--- src/design/tlpc_pkg.sv ---
// Shared constants and types for the tree ancestor engine.
// No dependencies; imported by the top level and the power unit.
`default_nettype none
package tlpc_pkg;
    localparam int NODE_W  = 11;
    localparam int LEVEL_W = 10;
    localparam int ODD_W   = 30;
    localparam int CMD_W   = 2;

    localparam int DEF_MAX_NODES   = 1024;
    localparam int DEF_LIFT_LEVELS = 11;

    localparam logic [ODD_W-1:0] PRIME_MOD = 30'd1000000007;

    localparam logic [CMD_W-1:0] CMD_LOAD  = 2'd0;
    localparam logic [CMD_W-1:0] CMD_BUILD = 2'd1;
    localparam logic [CMD_W-1:0] CMD_QUERY = 2'd2;

    typedef logic [NODE_W-1:0]  t_node;
    typedef logic [LEVEL_W-1:0] t_level;
    typedef logic [ODD_W-1:0]   t_odd;
endpackage
`default_nettype wire

--- src/design/tlpc_pow2.sv ---
// Iterative 2^e mod prime: left-to-right square-and-double with a
// bit-serial modular multiplier (one add/reduce step per cycle). Uses tlpc_pkg.
`default_nettype none
module tlpc_pow2
    import tlpc_pkg::*;
(
    input  wire logic               i_clk,
    input  wire logic               i_rst_n,
    input  wire logic               i_start,
    input  wire logic [LEVEL_W-1:0] i_exp,
    output logic                    o_busy,
    output logic                    o_done,
    output logic [ODD_W-1:0]        o_result
);
    localparam logic [2:0] P_IDLE = 3'd0;
    localparam logic [2:0] P_CHK  = 3'd1;
    localparam logic [2:0] P_SQ   = 3'd2;
    localparam logic [2:0] P_DBL  = 3'd3;
    localparam logic [2:0] P_DONE = 3'd4;

    logic [2:0]         r_state, n_state;
    logic [LEVEL_W-1:0] r_e, n_e;
    logic [3:0]         r_j, n_j;
    logic [4:0]         r_i, n_i;
    logic [ODD_W-1:0]   r_res, n_res;
    logic [ODD_W-1:0]   r_acc, n_acc;

    logic [ODD_W:0]     w_acc2, w_t1, w_sum, w_dbl;
    logic [ODD_W-1:0]   w_step, w_dres;

    // one multiplier step: acc = 2*acc + bit*res, reduced mod prime
    always_comb begin
        w_acc2 = {r_acc, 1'b0};
        w_t1   = (w_acc2 >= {1'b0, PRIME_MOD}) ? w_acc2 - {1'b0, PRIME_MOD} : w_acc2;
        w_sum  = r_res[r_i] ? w_t1 + {1'b0, r_res} : w_t1;
        w_step = (w_sum >= {1'b0, PRIME_MOD}) ? ODD_W'(w_sum - {1'b0, PRIME_MOD})
                                              : ODD_W'(w_sum);
        w_dbl  = {r_res, 1'b0};
        w_dres = (w_dbl >= {1'b0, PRIME_MOD}) ? ODD_W'(w_dbl - {1'b0, PRIME_MOD})
                                              : ODD_W'(w_dbl);
    end

    // sequencer
    always_comb begin
        n_state = r_state;
        n_e     = r_e;
        n_j     = r_j;
        n_i     = r_i;
        n_res   = r_res;
        n_acc   = r_acc;
        case (r_state)
            P_IDLE: begin
                if (i_start) begin
                    n_e     = i_exp;
                    n_j     = 4'(LEVEL_W - 1);
                    n_res   = ODD_W'(1);
                    n_state = P_CHK;
                end
            end
            P_CHK: begin
                // squaring one gives one: skip it
                if (r_res == ODD_W'(1)) begin
                    n_state = P_DBL;
                end else begin
                    n_acc   = '0;
                    n_i     = 5'(ODD_W - 1);
                    n_state = P_SQ;
                end
            end
            P_SQ: begin
                n_acc = w_step;
                if (r_i == 5'd0) begin
                    n_res   = w_step;
                    n_state = P_DBL;
                end else begin
                    n_i = r_i - 5'd1;
                end
            end
            P_DBL: begin
                if (r_e[r_j]) begin
                    n_res = w_dres;
                end
                if (r_j == 4'd0) begin
                    n_state = P_DONE;
                end else begin
                    n_j     = r_j - 4'd1;
                    n_state = P_CHK;
                end
            end
            P_DONE: begin
                n_state = P_IDLE;
            end
            default: begin
                n_state = P_IDLE;
            end
        endcase
    end

    always_ff @(posedge i_clk) begin
        if (!i_rst_n) begin
            r_state <= P_IDLE;
        end else begin
            r_state <= n_state;
        end
        r_e   <= n_e;
        r_j   <= n_j;
        r_i   <= n_i;
        r_res <= n_res;
        r_acc <= n_acc;
    end

    assign o_busy   = (r_state != P_IDLE);
    assign o_done   = (r_state == P_DONE);
    assign o_result = r_res;
endmodule
`default_nettype wire

--- config.mk ---
export PLATFORM = sky130hd
export DESIGN_NAME = tlpc_pow2
export DESIGN_NICKNAME = d
export VERILOG_FILES = /design/src/design/tlpc_pkg.sv /design/src/design/tlpc_pow2.sv
export SDC_FILE = /design/constraint.sdc
export NUM_CORES = 1
export LEC_CHECK = 0
export BUFFER_PORTS_ARGS = -buffer_cell sky130_fd_sc_hd__buf_2
export CAP_MARGIN = 20
export CORE_MARGIN = 5
export CORE_UTILIZATION = 69
export CTS_CLUSTER_DIAMETER = 100
export DETAILED_ROUTE_END_ITERATION = 7
export MAX_ROUTING_LAYER = met4
export PLACE_DENSITY = 0.87
export SYNTH_ARGS = -nofsm -noshare
export SYNTH_HDL_FRONTEND = slang
export SYNTH_SLANG_ARGS = --single-unit
--- constraint.sdc ---
create_clock -name i_clk -period 16.9 [get_ports i_clk]
set_input_delay 1.69 -clock i_clk [delete_from_list [all_inputs] [get_ports i_clk]]
set_output_delay 1.69 -clock i_clk [all_outputs]
set_load 0.005 [all_outputs]
Yosys cells after proc, flatten, opt, wreduce, memory -nomap -nowiden

Index checks and enable logic that the tools add are counted.

Bits in registers: 82

$add $sub $neg: 6
Muxes and demuxes: 25
Order comparisons: 5
Equality and inequality tests: 11
Reductions and logical operators: 13

Operator list:

| kind                   | count |
|---|---|
| $mux 30                | 6 |
| $ge 31x30->1 const B   | 3 |
| $pmux 30 s3            | 1 |
| $mux 31                | 2 |
| $pmux 30 s2            | 1 |
| $sub 30x30->30 const B | 2 |
| $add 31x30->31         | 1 |
| $sub 31x30->31 const B | 1 |
| $eq 30x1->1 const B    | 1 |
| $ne 2x2->1 const B     | 6 |
| $pmux 3 s4             | 1 |
| $mux 5                 | 2 |
| $pmux 5 s2             | 1 |
| $mux 3                 | 3 |
| $mux 4                 | 2 |
| $pmux 4 s2             | 1 |
| $eq 3x2->1 const B     | 2 |
| $lt 5x6->1 const B     | 1 |
| $reduce_and 2->1       | 3 |
| $reduce_and 3->1       | 2 |
| $reduce_bool 3->1      | 2 |
| $bmux 1 s5             | 1 |
| $logic_not 5->1        | 1 |
| $lt 4x5->1 const B     | 1 |
| other kinds (10)       | 13 |

Longest topological paths before layout

Depth after elaboration: 8
Gate-level depth with buffers: 25
Gate-level depth less buffers: 24

Least setup slack after synthesis

No wires, ideal clock.

Path kind: register -> register
From: reg r_acc[25]
To: reg r_res[20], in the netlist o_result[20] (data pin)
Clock period less this slack: 6034 ps
Data arrival time: 5765 ps
Data required time: 16632 ps
Cell stages (with the launch flop): 22
Path slack: 10866 ps
Path through: edfxtp_1 buf_6 or4_4 nor4_4 nand2_1 a22oi_1 xnor2_1 inv_1 ha_1 and2_1 o2111ai_1 a2111oi_0 or3_1 xor2_1 nand2_1 o41ai_1 o221ai_2 a211oi_4 o31ai_4 buf_6 nor3b_1 o31ai_2

Word-level cells in the longest chain between the ends: 8

RTL lines:

| element                                               | RTL line         | text |
|---|---|---|
| start: declaration                                    | tlpc_pow2.sv:26  | `logic [ODD_W-1:0] r_acc, n_acc;` |
| start signal: assignment                              | tlpc_pow2.sv:109 | `r_acc <= n_acc;` |
| $sub 31x30->31 / $ge 31x30->1 (equally long branches) | tlpc_pow2.sv:34  | `w_t1 = (w_acc2 >= {1'b0, PRIME_MOD}) ? w_acc2 - {1'b0, PRIME_MOD} : w_acc2;` |
| $mux 31 (*)                                           | tlpc_pow2.sv:34  |  |
| $add 31x30->31                                        | tlpc_pow2.sv:35  | `w_sum = r_res[r_i] ? w_t1 + {1'b0, r_res} : w_t1;` |
| $mux 31 (*)                                           | tlpc_pow2.sv:35  |  |
| $ge 31x30->1 / $sub 30x30->30 (equally long branches) | tlpc_pow2.sv:36  | `w_step = (w_sum >= {1'b0, PRIME_MOD}) ? ODD_W'(w_sum - {1'b0, PRIME_MOD})` |
| $mux 30 (*)                                           | tlpc_pow2.sv:36  |  |
| $mux 30 (*)                                           | tlpc_pow2.sv:72  | `if (r_i == 5'd0) begin` |
| $pmux 30 s3 (*)                                       | tlpc_pow2.sv:51  | `case (r_state)` |
| named net n_res[20]                                   | tlpc_pow2.sv:25  | `logic [ODD_W-1:0] r_res, n_res;` |
| end signal: assignment                                | tlpc_pow2.sv:108 | `r_res <= n_res;` |
| end: declaration                                      | tlpc_pow2.sv:25  |  |

The timed path passes the listed nets; every way through them passes the cells marked *. The select of a mux whose other input is x is not followed.
A chain may end at the register's enable or synchronous reset.

Worst setup path after layout

From: reg r_acc[2]
To: reg r_res[11], in the netlist o_result[11] (data pin)

Word-level cells in the longest chain between the ends: 8

RTL lines:

| element                                               | RTL line |
|---|---|
| $sub 31x30->31 / $ge 31x30->1 (equally long branches) | tlpc_pow2.sv:34 |
| $mux 31 (*)                                           | tlpc_pow2.sv:34 |
| $add 31x30->31                                        | tlpc_pow2.sv:35 |
| $mux 31 (*)                                           | tlpc_pow2.sv:35 |
| $sub 30x30->30 / $ge 31x30->1 (equally long branches) | tlpc_pow2.sv:36 |
| $mux 30 (*)                                           | tlpc_pow2.sv:36 |
| $mux 30 (*)                                           | tlpc_pow2.sv:72 |
| $pmux 30 s3 (*)                                       | tlpc_pow2.sv:51 |
| named net n_res[11]                                   | tlpc_pow2.sv:25 |

Marked as above.

==> results.toml <==
[detailed_routing]
drc = 0
wl_per_cell_um = 24.74
drtIter0Drc = 1967
drt-total-wl_mm = 31.15
via_per_inst = 7.624
detail-route-antenna-nets = 0
vias = 9598
dr.pass1.iters = 7

[sta]
hold_viol = 0
period_share_pct = 47.92
max_slew_margin_pct = 25.97
grt_setup_unrepaired = "no"
holdWs_ns = 0.6192
setup_tns_ns = 0
setup_violations = 0
max_freq_mhz = 123.5
clock_skew_ns = 0.007822
slew_viol_final = 0
worstMarginPinSlew_ns = 1.096
finalCriticalPeriod_ns = 8.099

[cells_and_area]
fin_cells = 1259
post-route-util_pct = 74.74
nNetsFinal = 1132
area_growth_pct = 6.753
final_common_cell = "nand2_1"
drive_above_1_share_pct = 10.86
num_antenna_cells = 0
final_cell_mix = "nand2_1 (116), nor2_1 (99), edfxtp_1 (79)"
fillCellCount = 910

[clock_network]
cts_setup_buffers = 0
ctsResizeCount = 0
clock-sinks = 82
clock-root-buffer = "clkbuf_16"
clockBufferDepth = 2
worst_skew_pair.late_latency_ns = 0.36
htreeDepth = 3
numCtsBuffers = 9
cts_hold_buf = 0
tritoncts = "yes"
clk_pin_slew_ns = 0.07

[synth]
synth_top_area_cell = "edfxtp_1"
ys.warnings.count = 0
synth_cell_types = 89
syn_area_per_cell_um2 = 8.236
synthCells = 1064
yosysSeqAreaShare_pct = 27.76
synth_nets = 1114
synthFlopType = "edfxtp_1"
synth_async_sr_flop_share_pct = 0
synth.area.top_cells = "edfxtp_1 (27%), xnor2_1 (5.4%), ha_1 (5.1%)"
synth_area_um2 = 8763
synth_edf_count = 79
synth_seq_cells = 82
netlist.area_leader.share_pct = 27.07

[placement]
dpl.cell_count = 1242
io_buffers = 44
place_hpwl_mm = 23.49
place_congestion = 1.064

[outcome]
status = "finished, final reports clean"

[critical_path]
critical_path_required_ns = 17.07
startpoint_type = "flop"
setup.worst_path.end_class = "flop"
path_max_fanout = 18
path_class = "reg2reg"
worstPathArrival_ns = 8.27

[die]
core_um2 = 12520
fp.dieH_um = 122.7
ios = 45
rows = 41
start_util_pct = 70.01
dieArea_um2 = 15050
fp.dieW_um = 122.7

[global_routing]
grt-ovfl-total = 0
grt_usage_pct = 42.60
grt_pass1_vias = 8737
grt_start_max_net_pins = 52
antenna_found_initial = 0
grt_pass1_wl_mm = 48.20

[worst_hold_path]
hp-class = "reg2reg"

[flow_run]
drv_cap = 0
## per-stage QoR
| step | area, um2 | setup WS, ns |
|---|---|---|
| 2_1_floorplan | 8763 | 10.87 |
| 3_5_place_dp | 9055 | 9.055 |
| 6_report | 9355 | 8.801 |
| 3_3_place_gp | 9055 | 9.367 |
| 4_1_cts | 9350 | 8.852 |
| 5_1_grt | 9355 | 8.372 |
## worst paths after layout
| kind | endpoint | depth (start not counted) | slack, ns | from |
|---|---|---|---|---|
| worst max-delay path | o_result[11] | 22 | 8.80 | r_acc[2] |
| worst min-delay path | r_state[1] | 2 | 0.62 | r_state[2] |
| worst min register to register | r_state[1] | 2 | 0.62 | r_state[2] |
| worst max register to register | o_result[11] | 22 | 8.80 | r_acc[2] |
## flip-flops by register name, indices dropped and copies added, names as in the netlist
signal	cells
r_j	4
o_result	30
r_acc	30
r_e	10
r_state	3
r_i	5
## critical path: stages, from the launching register on
cell       delay [ns]
edfxtp_1         0.47
inv_1            0.09
ha_1             0.31
nor4b_1          0.43
a221oi_2         0.24
and2_4           0.26
nor2_2           0.45
inv_2            0.21
mux2i_1          0.21
ha_1             0.37
o211ai_1         0.14
o21a_1           0.25
a2111oi_0        0.82
or3_1            0.26
xor2_1           0.26
nand2_1          0.11
o41ai_1          0.98
nand2_1          0.30
nor4_2           0.57
buf_2            0.30
o31ai_4          0.17
or4_4            0.57
o211ai_1         0.13
## cell families after synthesis
kind of cell / after synthesis / synth area share (%)
fa+ha+maj: 37 / 5.368
flops: 82 / 27.76
xor+xnor: 83 / 8.295
buf+inv: 81 / 3.869
compound gates: 337 / 26.36
simple gates: 411 / 23.53
mux: 33 / 4.826
## cell usage after synthesis (12+ instances only)
master    number
o21a_1        12
nand4_1       14
xnor2_1       54
a21oi_1       73
o22ai_1       14
nand2b_1      13
nand3_1       33
o21ai_0       66
and3_1        12
nand2_1      116
edfxtp_1      79
mux2i_1       22
o311ai_0      14
nor4_1        14
nor2b_1       12
ha_1          36
nor3_1        29
a21o_1        25
nor2_1        99
xor2_1        29
o211ai_1      20
inv_1         33
and2_1        13
clkbuf_1      35
## routing by layer
| layer | vias to the layer above | part of all wire (%) | GRT usage, % |
|---|---|---|---|
| met1 | 4422 | 36 | 58.15 |
| met3 | 196 | 17 | 9.770 |
| met4 | 0 | 4.9 | 17.07 |
| met2 | 901 | 42 | 61.46 |
| met5 | - | 0 | - |
| li1 | 4079 | - | - |
## area by class of cell
class | instances | area, um2 | share of cell area [%]
clock buffers | 9 | 225.2 | 2.407
clock inverters | 7 | 70.07 | 0.7490
inverters | 34 | 127.6 | 1.364
multi-input cells | 901 | 5992 | 64.05
flip-flops and latches | 82 | 2432 | 26.00
well taps | 172 | 215.2 | 2.300
repair buffers | 54 | 292.8 | 3.130
Power is left out: the tool's default activity adds up to more than one toggle a clock period on the data nets, which glitch-free logic cannot reach.
