<file path="config.mk">
export PLATFORM = sky130hd
export DESIGN_NAME = tlpc_ram
export DESIGN_NICKNAME = d
export VERILOG_FILES = /design/src/design/tlpc_ram.sv
export SDC_FILE = /design/constraint.sdc
export NUM_CORES = 1
export LEC_CHECK = 0
export ABC_AREA = 1
export CORE_UTILIZATION = 35
export DETAILED_ROUTE_END_ITERATION = 12
export DONT_BUFFER_PORTS = 1
export HOLD_SLACK_MARGIN = 0.06
export SLEW_MARGIN = 20
export SYNTH_ARGS = -nofsm -noshare
export SYNTH_HDL_FRONTEND = slang
export SYNTH_SLANG_ARGS = --single-unit
</file>
<file path="constraint.sdc">
create_clock -name i_clk -period 2.05 [get_ports i_clk]
set_input_delay 0.5125 -clock i_clk [delete_from_list [all_inputs] [get_ports i_clk]]
set_output_delay 0.5125 -clock i_clk [all_outputs]
set_load 0.005 [all_outputs]
</file>
<file path="src/design/tlpc_ram.sv">
// Generic single-write, single-read RAM with a registered read port.
// No dependencies.
`default_nettype none
module tlpc_ram #(
    parameter int WIDTH = 8,
    parameter int DEPTH = 16,
    localparam int AW = (DEPTH > 1) ? $clog2(DEPTH) : 1
) (
    input  wire logic             i_clk,
    input  wire logic             i_we,
    input  wire logic [AW-1:0]    i_waddr,
    input  wire logic [WIDTH-1:0] i_wdata,
    input  wire logic [AW-1:0]    i_raddr,
    output logic      [WIDTH-1:0] o_rdata
);
    logic [WIDTH-1:0] r_mem [DEPTH];
    logic [WIDTH-1:0] r_rdata;

    // write port and registered read
    always_ff @(posedge i_clk) begin
        if (i_we) begin
            r_mem[i_waddr] <= i_wdata;
        end
        r_rdata <= r_mem[i_raddr];
    end

    assign o_rdata = r_rdata;
endmodule
`default_nettype wire

</file>
# Word level (Yosys, flattened, before mapping)

Memories as Yosys holds them, arrays and structs flattened. A register that Yosys moved wholly into a read port is not among the register bits.
Cells that the tools add are included.

Logic and storage cells: 3
Memories kept: 1
Flip-flop bits (word level): 0
Bits in writable memories: 128

Memories:

| name  | words | bits a word | read ports | clocked after memory_dff | wr ports | RTL line | RTL |
|---|---|---|---|---|---|---|---|
| r_mem | 16    | 8           | 1          | 1                        | 1        | 16       | `logic [WIDTH-1:0] r_mem [DEPTH];` |

Multiplexer cells: 2

Operators with widths:

| operator | number |
|---|---|
| $mux W1  | 2 |

# Longest topological paths before layout

Gate-level depths: netlist (run 1).

Depth after elaboration: 2
Depth in mapped cells: 8
Gate-level depth less buffers: 7

# Worst setup path after synthesis (run 1)

OpenSTA, ideal clock, no wires.

Path kind: input-to-reg
From: input port i_waddr[2]
To: memory r_mem[10][0], enable pin
Data arrival time: 1.093 ns
Setup slack: 0.587 ns
Library setup time: 0.370 ns
Path buffers: 0
Stages on the path: 2
Path through: nand3b_1 > nor2_1

RTL lines:

| element         | RTL line | RTL |
|---|---|---|
| start, declared | 11       | `input wire logic [AW-1:0] i_waddr,` |
| end, declared   | 16       |  |

Straight into the memory's write port.

# Worst setup path in the final report (run 1)

From: register r_rdata[0] (netlist: o_rdata[0]), read port of r_mem
To: output port o_rdata[0]

RTL lines:

| element         | RTL line | RTL |
|---|---|---|
| start, declared | 17       | `logic [WIDTH-1:0] r_rdata;` |
| end, declared   | 14       | `output logic [WIDTH-1:0] o_rdata` |

No word-level cell between the ends.

==> results of run 1 <==
-- per-layer routing --
| layer | share of wire | vias up | track usage | routed length [microns] |
|---|---|---|---|---|
| met5 | 0 | - | 0 | 0 |
| met4 | 0.023 | 0 | 0.0852 | 291 |
| met3 | 0.041 | 17 | 0.0287 | 525 |
| met2 | 0.48 | 99 | 0.266 | 6100 |
| met1 | 0.45 | 1718 | 0.215 | 5750 |
| li1 | - | 1800 | - | - |
-- sequential cells by signal, summed over array words and instances, names as in the netlist --
name	flops
o_rdata	8
r_mem	128
-- cell type report --
cell class	count	area, sq um	share of cell area
Sequential cell	136	4000	0.606
Multi-Input combinational cell	289	1210	0.184
Clock buffer	20	447	0.0676
Inverter	102	383	0.0579
Tap cell	216	270	0.0409
Timing Repair Buffer	20	163	0.0246
Clock inverter	12	128	0.0193
-- logic make-up (layout without fill, tap and decap cells) --
group | count (synthesis) | count (layout) | share of synthesized area
AND/OR/NAND/NOR | 289 | 289 | 0.210
flip-flops | 136 | 136 | 0.694
buffers and inverters | 126 | 154 | 0.0952
-- cells in the final DEF, fill, tap and decap left out, drive strengths merged --
cell and instances:
buf 20, clkinvlp 1, clkinv 9, nor2 17
clkbuf 20, dfxtp 8, nand3 97, bufinv 2
edfxtp 128, inv 102, nand3b 2, nand2 173
-- where the power goes --
group | internal [mW] | total (mW) | leakage [nW] | switching [mW]
Clock | 1.81 | 2.92 | 0.283 | 1.11
Sequential | 3.11 | 3.14 | 1.22 | 0.0249
Combinational | 0.0873 | 0.245 | 1.30 | 0.157
Total | 5.01 | 6.30 | 2.81 | 1.29
-- worst paths after layout --
path | to | slack, ns | start | depth (start not counted)
max | o_rdata[0] | 0.75 | o_rdata[0] | 0
min | r_mem[3][1] | 0.19 | i_wdata[1] | 0
max reg2reg | o_rdata[4] | 1.02 | r_mem[2][4] | 6
min reg2reg | o_rdata[5] | 0.67 | r_mem[12][5] | 6
-- per-stage QoR --
stage	instance area [sq um]	hold slack (ns)	utilization	instances
4_1_cts	6610	0.179	0.413	795
6_report	6610	0.191	0.413	795
2_1_floorplan	5770	0.607	-	551
5_1_grt	6610	0.180	0.413	795
3_3_place_gp	6030	0.613	0.377	763
3_5_place_dp	6030	0.613	0.377	763
==> impl_metrics.csv, run 1 <==
group,metric,value,unit
status,status,"finished clean",
sta,post-route-period-util,0.635,
worst_hold_path,hold_class,"in -> reg",
die,boundaryPins,26,
grt,overflow,0,
detailed_routing,wl_per_cell,15.9,microns
logic_synthesis,yosysWarnings,0,
detailed_routing,drc,0,
logic_synthesis,synthTopCellsByArea,"edfxtp_1 67%, nand2_1 11%, nand3_1 8.4%, inv_1 6.5%, dfxtp_1 2.8%",
die,initial_core_util,0.360,
detailed_routing,drtIter0Drc,362,
clock_network,cts-root-buf,"clkbuf_16",
sta,fin_tns_setup,0,ns
logic_synthesis,synth_edf_count,128,
die,die-area,17000,sq um
placed_design,dp_slack,0.585,ns
detailed_routing,via_per_inst,4.57,
placed_design,dp_hpwl,7.90,mm
finish,filler_cell_count,1560,
grt,grt_pass1_wl,20.3,mm
sta,setup_viol,0,
grt,grt_pass1_vias,3647,
grt,grt_usage,0.165,
sta,skew,0.00650,ns
clock_network,cts_tree,"built",
logic_synthesis,synth_seq_cells,136,
sta,worstMarginPinSlew,0.493,ns
sta,max_freq,0.768,GHz
die,die_x,130,microns
clock_network,cts_buffer_depth,2,
finish,antenna_cells,0,
worst_setup_path,worstPathArrival,0.79,ns
logic_synthesis,synthTopCellsByCount,"173 x nand2_1, 128 x edfxtp_1, 100 x inv_1, 97 x nand3_1, 17 x nor2_1",
logic_synthesis,yosysMostFrequentCell,"nand2_1",
clock_network,clk_latency,0.41,ns
clock_network,cts_hold_buf,0,
placed_design,port-buffer-count,0,
logic_synthesis,synth-seq-area-share,0.694,
power,p_leak,2.81,nW
sta,slew_viol_final,0,
clock_network,clock-sinks,136,
worst_setup_path,worstSetupStartpointType,"register",
clock_network,numCtsBuffers,17,
clock_network,htree_levels,4,
power,peakVddDrop,0.652,mV
die,die_h,130,microns
finish,area_growth,14.6,%
logic_synthesis,syn-cell-area,5770,sq um
detailed_routing,firstDrtPassIters,5,
sta,fin_crit,1.30,ns
sta,relSlewSlack,0.671,
clock_network,clkSlewWorstSetupHoldPaths,0.06,ns
detailed_routing,final_antenna_net_count,0,
grt,grt_max_degree,66,
logic_synthesis,synth_flop_cell,"edfxtp_1",
logic_synthesis,yosysUniqueCellTypes,12,
worst_setup_path,cp.required,1.54,ns
clock_network,post_cts_resized,0,
job,maxCapViolCount,0,
logic_synthesis,async_flop_share,0,
power,power.total,6.30,mW
sta,hold_viol_final,0,
die,core.rowCount,46,
grt,antenna_found_initial,0,
logic_synthesis,yosysTopAreaCell,"edfxtp_1",
finish,fin_nets,584,
logic_synthesis,synthesis.nets,569,
sta,setup_ws,0.747,ns
logic_synthesis,syn_avg_cell_area,10.5,sq um
sta,rsz0062_at_grt,"no",
worst_setup_path,crit_type,"reg -> out",
placed_design,place.gp.congestion,0.791,
logic_synthesis,synth_cells,551,
clock_network,cts_setup_buffers,0,
power,powerDensity,954,nW/um^2
worst_setup_path,critPathMaxFanout,1,
finish,drive_above_1_share,0.0898,
worst_setup_path,cp-end-kind,"output port",
detailed_routing,wirelength,12.7,mm
die,core_area,16000,sq um
logic_synthesis,synth_top_area_share,0.667,
detailed_routing,via_count,3634,
Power figures use the tool's default switching activity.
==> run 2, diff against run 1 <==
- ABC_AREA: 1 -> 0
- clock period: 2.05 -> 1.25 ns (I/O delays scaled with it)
==> run 2 against run 1 <==
  * Critical path type is now reg -> reg
  * The flow now finishes with violations (negative setup slack)
  * Final cell count down 43%
  * Sequential power up 64%
  * Synthesized cell count down 58%
  * Utilization up 3.5 points
  * Via count down 36%
  * Clock power up 79%
  * Critical path depth up 3
  * Clock-buffer cell count unchanged
  * First-iteration DRC count down 21%
  * Final area down 4.4%
  * Non-clock buffer count up 6
==> impl_metrics.csv, run 2 <==
group,metric,value,unit
detailed_routing,drc,0,
sta,setup_ws,-0.0295,ns
clock_network,cts_tree,"built",
detailed_routing,wl_per_cell,21.1,microns
sta,relSlewSlack,0.336,
logic_synthesis,synthesis.nets,247,
finish,area_growth,22.8,%
worst_setup_path,worstRegToRegCells,3,
finish,finalInstanceArea,6320,sq um
status,violations,"negative setup slack",
clock_network,numCtsBuffers,17,
die,core_area,14100,sq um
grt,grt_usage,0.144,
job,maxCapViolCount,0,
worst_setup_path,path_delay_family,"multiplexers",
sta,fin_crit,1.28,ns
logic_synthesis,synthTopCellsByCount,"128 x edfxtp_1, 18 x mux4_2, 16 x a22oi_1, 14 x mux4_1, 13 x nor2_1",
sta,slew_viol_final,0,
logic_synthesis,synth_xor_area_frac,0,
grt,overflow,0,
worst_setup_path,reg2reg_to,"o_rdata[4]",
clock_network,cts_buffer_depth,2,
worst_setup_path,worstPathArrival,1.56,ns
logic_synthesis,synthTopCellsByArea,"edfxtp_1 75%, mux4_2 7.9%, mux4_1 7.1%, dfxtp_1 3.1%, a22oi_1 2.3%",
clock_network,clk_latency,0.41,ns
clock_network,clkSlewWorstSetupHoldPaths,0.06,ns
clock_network,clock-sinks,136,
worst_setup_path,worstSetupStartpointType,"register",
finish,filler_cell_count,1213,
logic_synthesis,syn-cell-area,5150,sq um
logic_synthesis,yosysUniqueCellTypes,19,
logic_synthesis,yosys.area_share.simple,0.0318,
worst_setup_path,crit_path_max_incr_delay,0.48,ns
status,status,"complete, but fails checks",
placed_design,dp_hpwl,5.88,mm
sta,rsz0062_at_grt,"yes",
placed_design,post_dp_cell_area,5590,sq um
sta,max_freq,0.782,GHz
worst_setup_path,rrSetupSlack,-0.03,ns
detailed_routing,via_count,2341,
die,initial_core_util,0.365,
detailed_routing,drtIter0Drc,286,
finish,ff_latch_area,4000,sq um
detailed_routing,wirelength,9.62,mm
finish,fin_util,0.448,
grt,grt_pass1_vias,2600,
logic_synthesis,async_flop_share,0,
logic_synthesis,synth_compound_area_frac,0.0233,
finish,antenna_cells,0,
logic_synthesis,synth_top_area_share,0.747,
worst_setup_path,cp.required,1.53,ns
sta,setup_viol,1,
logic_synthesis,synth_fa_ha_area_frac,0,
grt,grt_pass1_wl,15.0,mm
detailed_routing,via_per_inst,5.13,
power,power.total,10.8,mW
worst_setup_path,r2r_start,"r_mem[3][4]",
die,core.rowCount,43,
grt,grt_max_degree,33,
worst_setup_path,cp_num_buf_inv,0,
placed_design,place.gp.congestion,0.725,
finish,final_common_cell,"edfxtp_1",
logic_synthesis,synth_edf_count,128,
finish,drive_above_1_share,0.351,
worst_setup_path,endpoint,"o_rdata[4]",
finish,top_register,"r_mem",
clock_network,cts_setup_buffers,0,
finish,largest_register_ffs,128,
worst_setup_path,critPathLaunch,"r_mem[3][4]",
clock_network,htree_levels,4,
logic_synthesis,muxShareOfSynthArea,0.150,
logic_synthesis,yosysMostFrequentCell,"edfxtp_1",
worst_setup_path,crit_type,"reg -> reg",
worst_setup_path,crit_cells,3,
finish,multi_input_area,1110,sq um
logic_synthesis,synth_top_family_by_area,"multiplexers",
worst_setup_path,crit_slowest_cell,"mux4_2",
detailed_routing,firstDrtPassIters,4,
worst_setup_path,critPathMaxFanout,1,
sta,worstMarginPinSlew,0.994,ns
logic_synthesis,synth-seq-area-share,0.778,
finish,fin_nets,282,
logic_synthesis,yosysWarnings,0,
die,die-area,15200,sq um
power,p_leak,2.01,nW
sta,skew,0.00790,ns
grt,antenna_found_initial,0,
die,boundaryPins,26,
die,die_h,123,microns
sta,hold_viol_final,0,
logic_synthesis,yosysTopAreaCell,"edfxtp_1",
placed_design,port-buffer-count,0,
logic_synthesis,synth_flop_cell,"edfxtp_1",
logic_synthesis,synth_cells,229,
detailed_routing,final_antenna_net_count,0,
finish,layout_common_cells,"128 x edfxtp_1, 32 x mux4_2, 17 x clkbuf_16",
logic_synthesis,syn_avg_cell_area,22.5,sq um
clock_network,cts-root-buf,"clkbuf_16",
worst_hold_path,hold_class,"in -> reg",
die,die_x,123,microns
logic_synthesis,synth_seq_cells,136,
power,peakVddDrop,1.10,mV
worst_setup_path,cp-end-kind,"register",
power,powerDensity,1700,nW/um^2
sta,post-route-period-util,1.02,
worst_setup_path,path_cells,"mux4_2, a22oi_2, nand2_1",
run 2: cell count changes after synthesis, sizes merged, moves of 16 or more:
cell	delta
nand3	-96
a22oi	+16
buf	-17
nand2	-164
mux4	+32
inv	-102
run 2: worst min-delay path by stage:
stage	start	slack, ns	cells past startpoint	end
floorplan	i_wdata[0]	0.41	0	r_mem[0][0]
global placement	i_wdata[6]	0.41	0	r_mem[14][6]
detailed placement	i_wdata[0]	0.41	0	r_mem[15][0]
CTS	i_raddr[1]	0.19	3	o_rdata[7]
global route	i_raddr[1]	0.20	3	o_rdata[7]
finish	i_raddr[1]	0.20	3	o_rdata[7]
run 2: timing repair:
action                                  in CTS  in global routing
cloned                                       0                  0
endpoints found under the setup margin       7                  8
gates resized for setup                      8                  1
hold endpoints to repair                   128                  0
pin swaps                                    0                  2
hold buffers                                 8                  0
run 2: kinds of logic after synthesis:
kind of cell,after synthesis
AOI/OAI and AO/OA,16
buffers and inverters,10
DFF,136
muxes,32
and+or+nand+nor,35
run 2: where the power goes:
| group | leakage (nW) | total [mW] | switching [mW] | internal, mW |
|---|---|---|---|---|
| clock network | 0.296 | 5.23 | 1.73 | 3.50 |
| logic | 0.491 | 0.402 | 0.197 | 0.205 |
| registers | 1.22 | 5.14 | 0.0372 | 5.10 |
run 2: layout make-up:
cell class | instances | area share
Timing Repair Buffer | 26 | 0.0578
Clock buffer | 20 | 0.0691
Multi-Input combinational cell | 83 | 0.175
Sequential cell | 136 | 0.634
Tap cell | 180 | 0.0356
Clock inverter | 11 | 0.0283
run 2: metal layers:
metal,wire (microns),global-route usage
met3,523,0.0415
met5,0,0
met2,4500,0.216
met4,170,0.0723
met1,4420,0.191
run 2: worst register-to-register path, delay by kind of cell (launching register included):
family / cells / cell delay [ns]
flip-flops: 1 / 0.35
AND/OR/NAND/NOR: 1 / 0.12
multiplexers: 1 / 0.48
AO/OA/AOI/OAI: 1 / 0.20
run 2: through the flow:
| step | TNS (ns) | hold slack [ns] | worst slack (ns) | cells |
|---|---|---|---|---|
| 2_1_floorplan | -4.89 | 0.411 | -0.166 | 229 |
| 4_1_cts | -0.0880 | 0.189 | -0.0451 | 456 |
| 3_3_place_gp | -5.96 | 0.412 | -0.160 | 417 |
| 6_report | -0.0295 | 0.200 | -0.0295 | 456 |
| 3_5_place_dp | -6.64 | 0.412 | -0.177 | 417 |
| 5_1_grt | -0.334 | 0.196 | -0.0644 | 456 |
==> run 3, diff against run 2 <==
- SKIP_CTS_REPAIR_TIMING: default -> 1
==> run 3 against run 2 <==
  * The flow still finishes with violations (negative setup slack)
  * Wire length fell by 0.21%
  * Maximum frequency shrank 0.31%
  * Via count is 0.34% lower
  * Final cell count stayed put
  * Die area unchanged
  * Largest power group unchanged
  * Clock power about the same
  * Utilization about the same
  * Combinational power about the same
  * Non-clock buffer count unchanged
  * Power barely moved
==> impl_metrics.csv, run 3 (synthesized netlist as in run 2, its figures left out) <==
group,metric,value,unit
status,status,"complete, but fails checks",
status,violations,"negative setup slack",
power,powerDensity,1710,nW/um^2
worst_setup_path,worstPathArrival,1.57,ns
detailed_routing,routed.top_layer,"met4",
die,die-area,15200,sq um
detailed_routing,via_count,2333,
detailed_routing,drc,0,
grt,grt_pass1_wl,14.9,mm
sta,max_freq,0.779,GHz
worst_setup_path,reg2reg_to,"o_rdata[4]",
detailed_routing,wirelength,9.60,mm
placed_design,dp_slack,-0.177,ns
detailed_routing,drtIter0Drc,263,
clock_network,htree_levels,4,
power,p_leak,2.01,nW
clock_network,cts_tree,"built",
finish,area_growth,22.7,%
sta,setup_ws,-0.0335,ns
die,initial_core_util,0.365,
placed_design,place.gp.congestion,0.725,
worst_setup_path,critPathLaunch,"r_mem[3][4]",
finish,fin_nets,282,
worst_setup_path,r2r_start,"r_mem[3][4]",
clock_network,clkSlewWorstSetupHoldPaths,0.06,ns
die,die_h,123,microns
finish,antenna_cells,0,
clock_network,clock-sinks,136,
finish,multi_input_area,1100,sq um
placed_design,port-buffer-count,0,
sta,post-route-period-util,1.03,
finish,ff_latch_area,4000,sq um
clock_network,numCtsBuffers,17,
finish,drive_above_1_share,0.348,
worst_setup_path,worstRegToRegCells,3,
detailed_routing,routed-wl-met2,4.52,mm
finish,top_register,"r_mem",
sta,slew_viol_final,0,
finish,largest_register_ffs,128,
sta,hold_viol_final,0,
sta,relSlewSlack,0.394,
detailed_routing,met1_length,4.26,mm
clock_network,cts-root-buf,"clkbuf_16",
placed_design,dp_hpwl,5.88,mm
finish,final_common_cell,"edfxtp_1",
power,peakVddDrop,1.11,mV
worst_setup_path,worstSetupStartpointType,"register",
sta,setup_viol,1,
detailed_routing,wl_per_cell,21.0,microns
worst_setup_path,cp.required,1.53,ns
detailed_routing,firstDrtPassIters,5,
clock_network,clk_latency,0.41,ns
detailed_routing,final_antenna_net_count,0,
die,boundaryPins,26,
grt,overflow,0,
grt,grt_usage,0.143,
grt,grt_max_degree,33,
finish,layout_common_cells,"128 x edfxtp_1, 32 x mux4_2, 17 x clkbuf_16",
worst_setup_path,rrSetupSlack,-0.03,ns
worst_setup_path,cp-end-kind,"register",
sta,rsz0062_at_grt,"yes",
clock_network,cts_buffer_depth,2,
sta,skew,0.00764,ns
worst_setup_path,endpoint,"o_rdata[4]",
worst_setup_path,crit_type,"reg -> reg",
grt,antenna_found_initial,0,
sta,fin_crit,1.28,ns
die,core_area,14100,sq um
die,die_x,123,microns
worst_hold_path,hold_class,"in -> reg",
sta,worstMarginPinSlew,0.905,ns
detailed_routing,wl_met3,710,microns
sta,fin_tns_setup,-0.0335,ns
worst_setup_path,critPathMaxFanout,1,
grt,grt_pass1_vias,2571,
detailed_routing,via_per_inst,5.12,
die,core.rowCount,43,
finish,filler_cell_count,1217,
job,maxCapViolCount,0,
-- run 3: changes by cell type in the layout (fill, tap and decap cells not counted) --
cell | previous run | this run
a22oi_2 | 8 | 7
a22oi_1 | 8 | 9
-- run 3: through the flow --
step,util,hold WS [ns],cell area (sq um),cells,power [mW]
after floorplan,-,0.411,5200,229,5.51
after global placement,0.396,0.412,5590,417,5.54
after detailed placement,0.396,0.412,5590,417,5.55
after CTS,0.440,-0.0218,6200,448,10.8
after global routing,0.448,0.203,6310,456,11.1
final,0.448,0.203,6310,456,10.8
-- run 3: routing by layer --
layer / GRT usage / vias up
met1: 0.188 / 1213
li1: - / 1033
met2: 0.214 / 75
met5: 0 / -
met4: 0.0723 / 0
met3: 0.0466 / 12
-- run 3: layout make-up --
cell class | instances | share of cell area
flip-flops and latches | 136 | 0.634
multi-input cells | 83 | 0.175
clock buffers | 20 | 0.0692
repair buffers | 26 | 0.0579
well taps | 180 | 0.0357
clock inverters | 11 | 0.0283
-- run 3: worst max-delay path, cell delays in order (launching register included) --
cell and delay (ns):
edfxtp_1 0.35, mux4_2 0.49, a22oi_2 0.20, nand2_1 0.12
-- run 3: worst min path at each step --
stage | cells after the start | slack (ns) | startpoint | endpoint
2_1_floorplan | 0 | 0.41 | i_wdata[0] | r_mem[0][0]
5_1_grt | 3 | 0.20 | i_raddr[1] | o_rdata[7]
4_1_cts | 0 | -0.02 | i_wdata[6] | r_mem[14][6]
3_5_place_dp | 0 | 0.41 | i_wdata[0] | r_mem[15][0]
3_3_place_gp | 0 | 0.41 | i_wdata[6] | r_mem[14][6]
6_report | 3 | 0.20 | i_raddr[1] | o_rdata[7]
-- run 3: report_power, final --
group / internal (mW) / switching [mW]
clock network: 3.49 / 1.73
logic: 0.204 / 0.196
registers: 5.10 / 0.0375
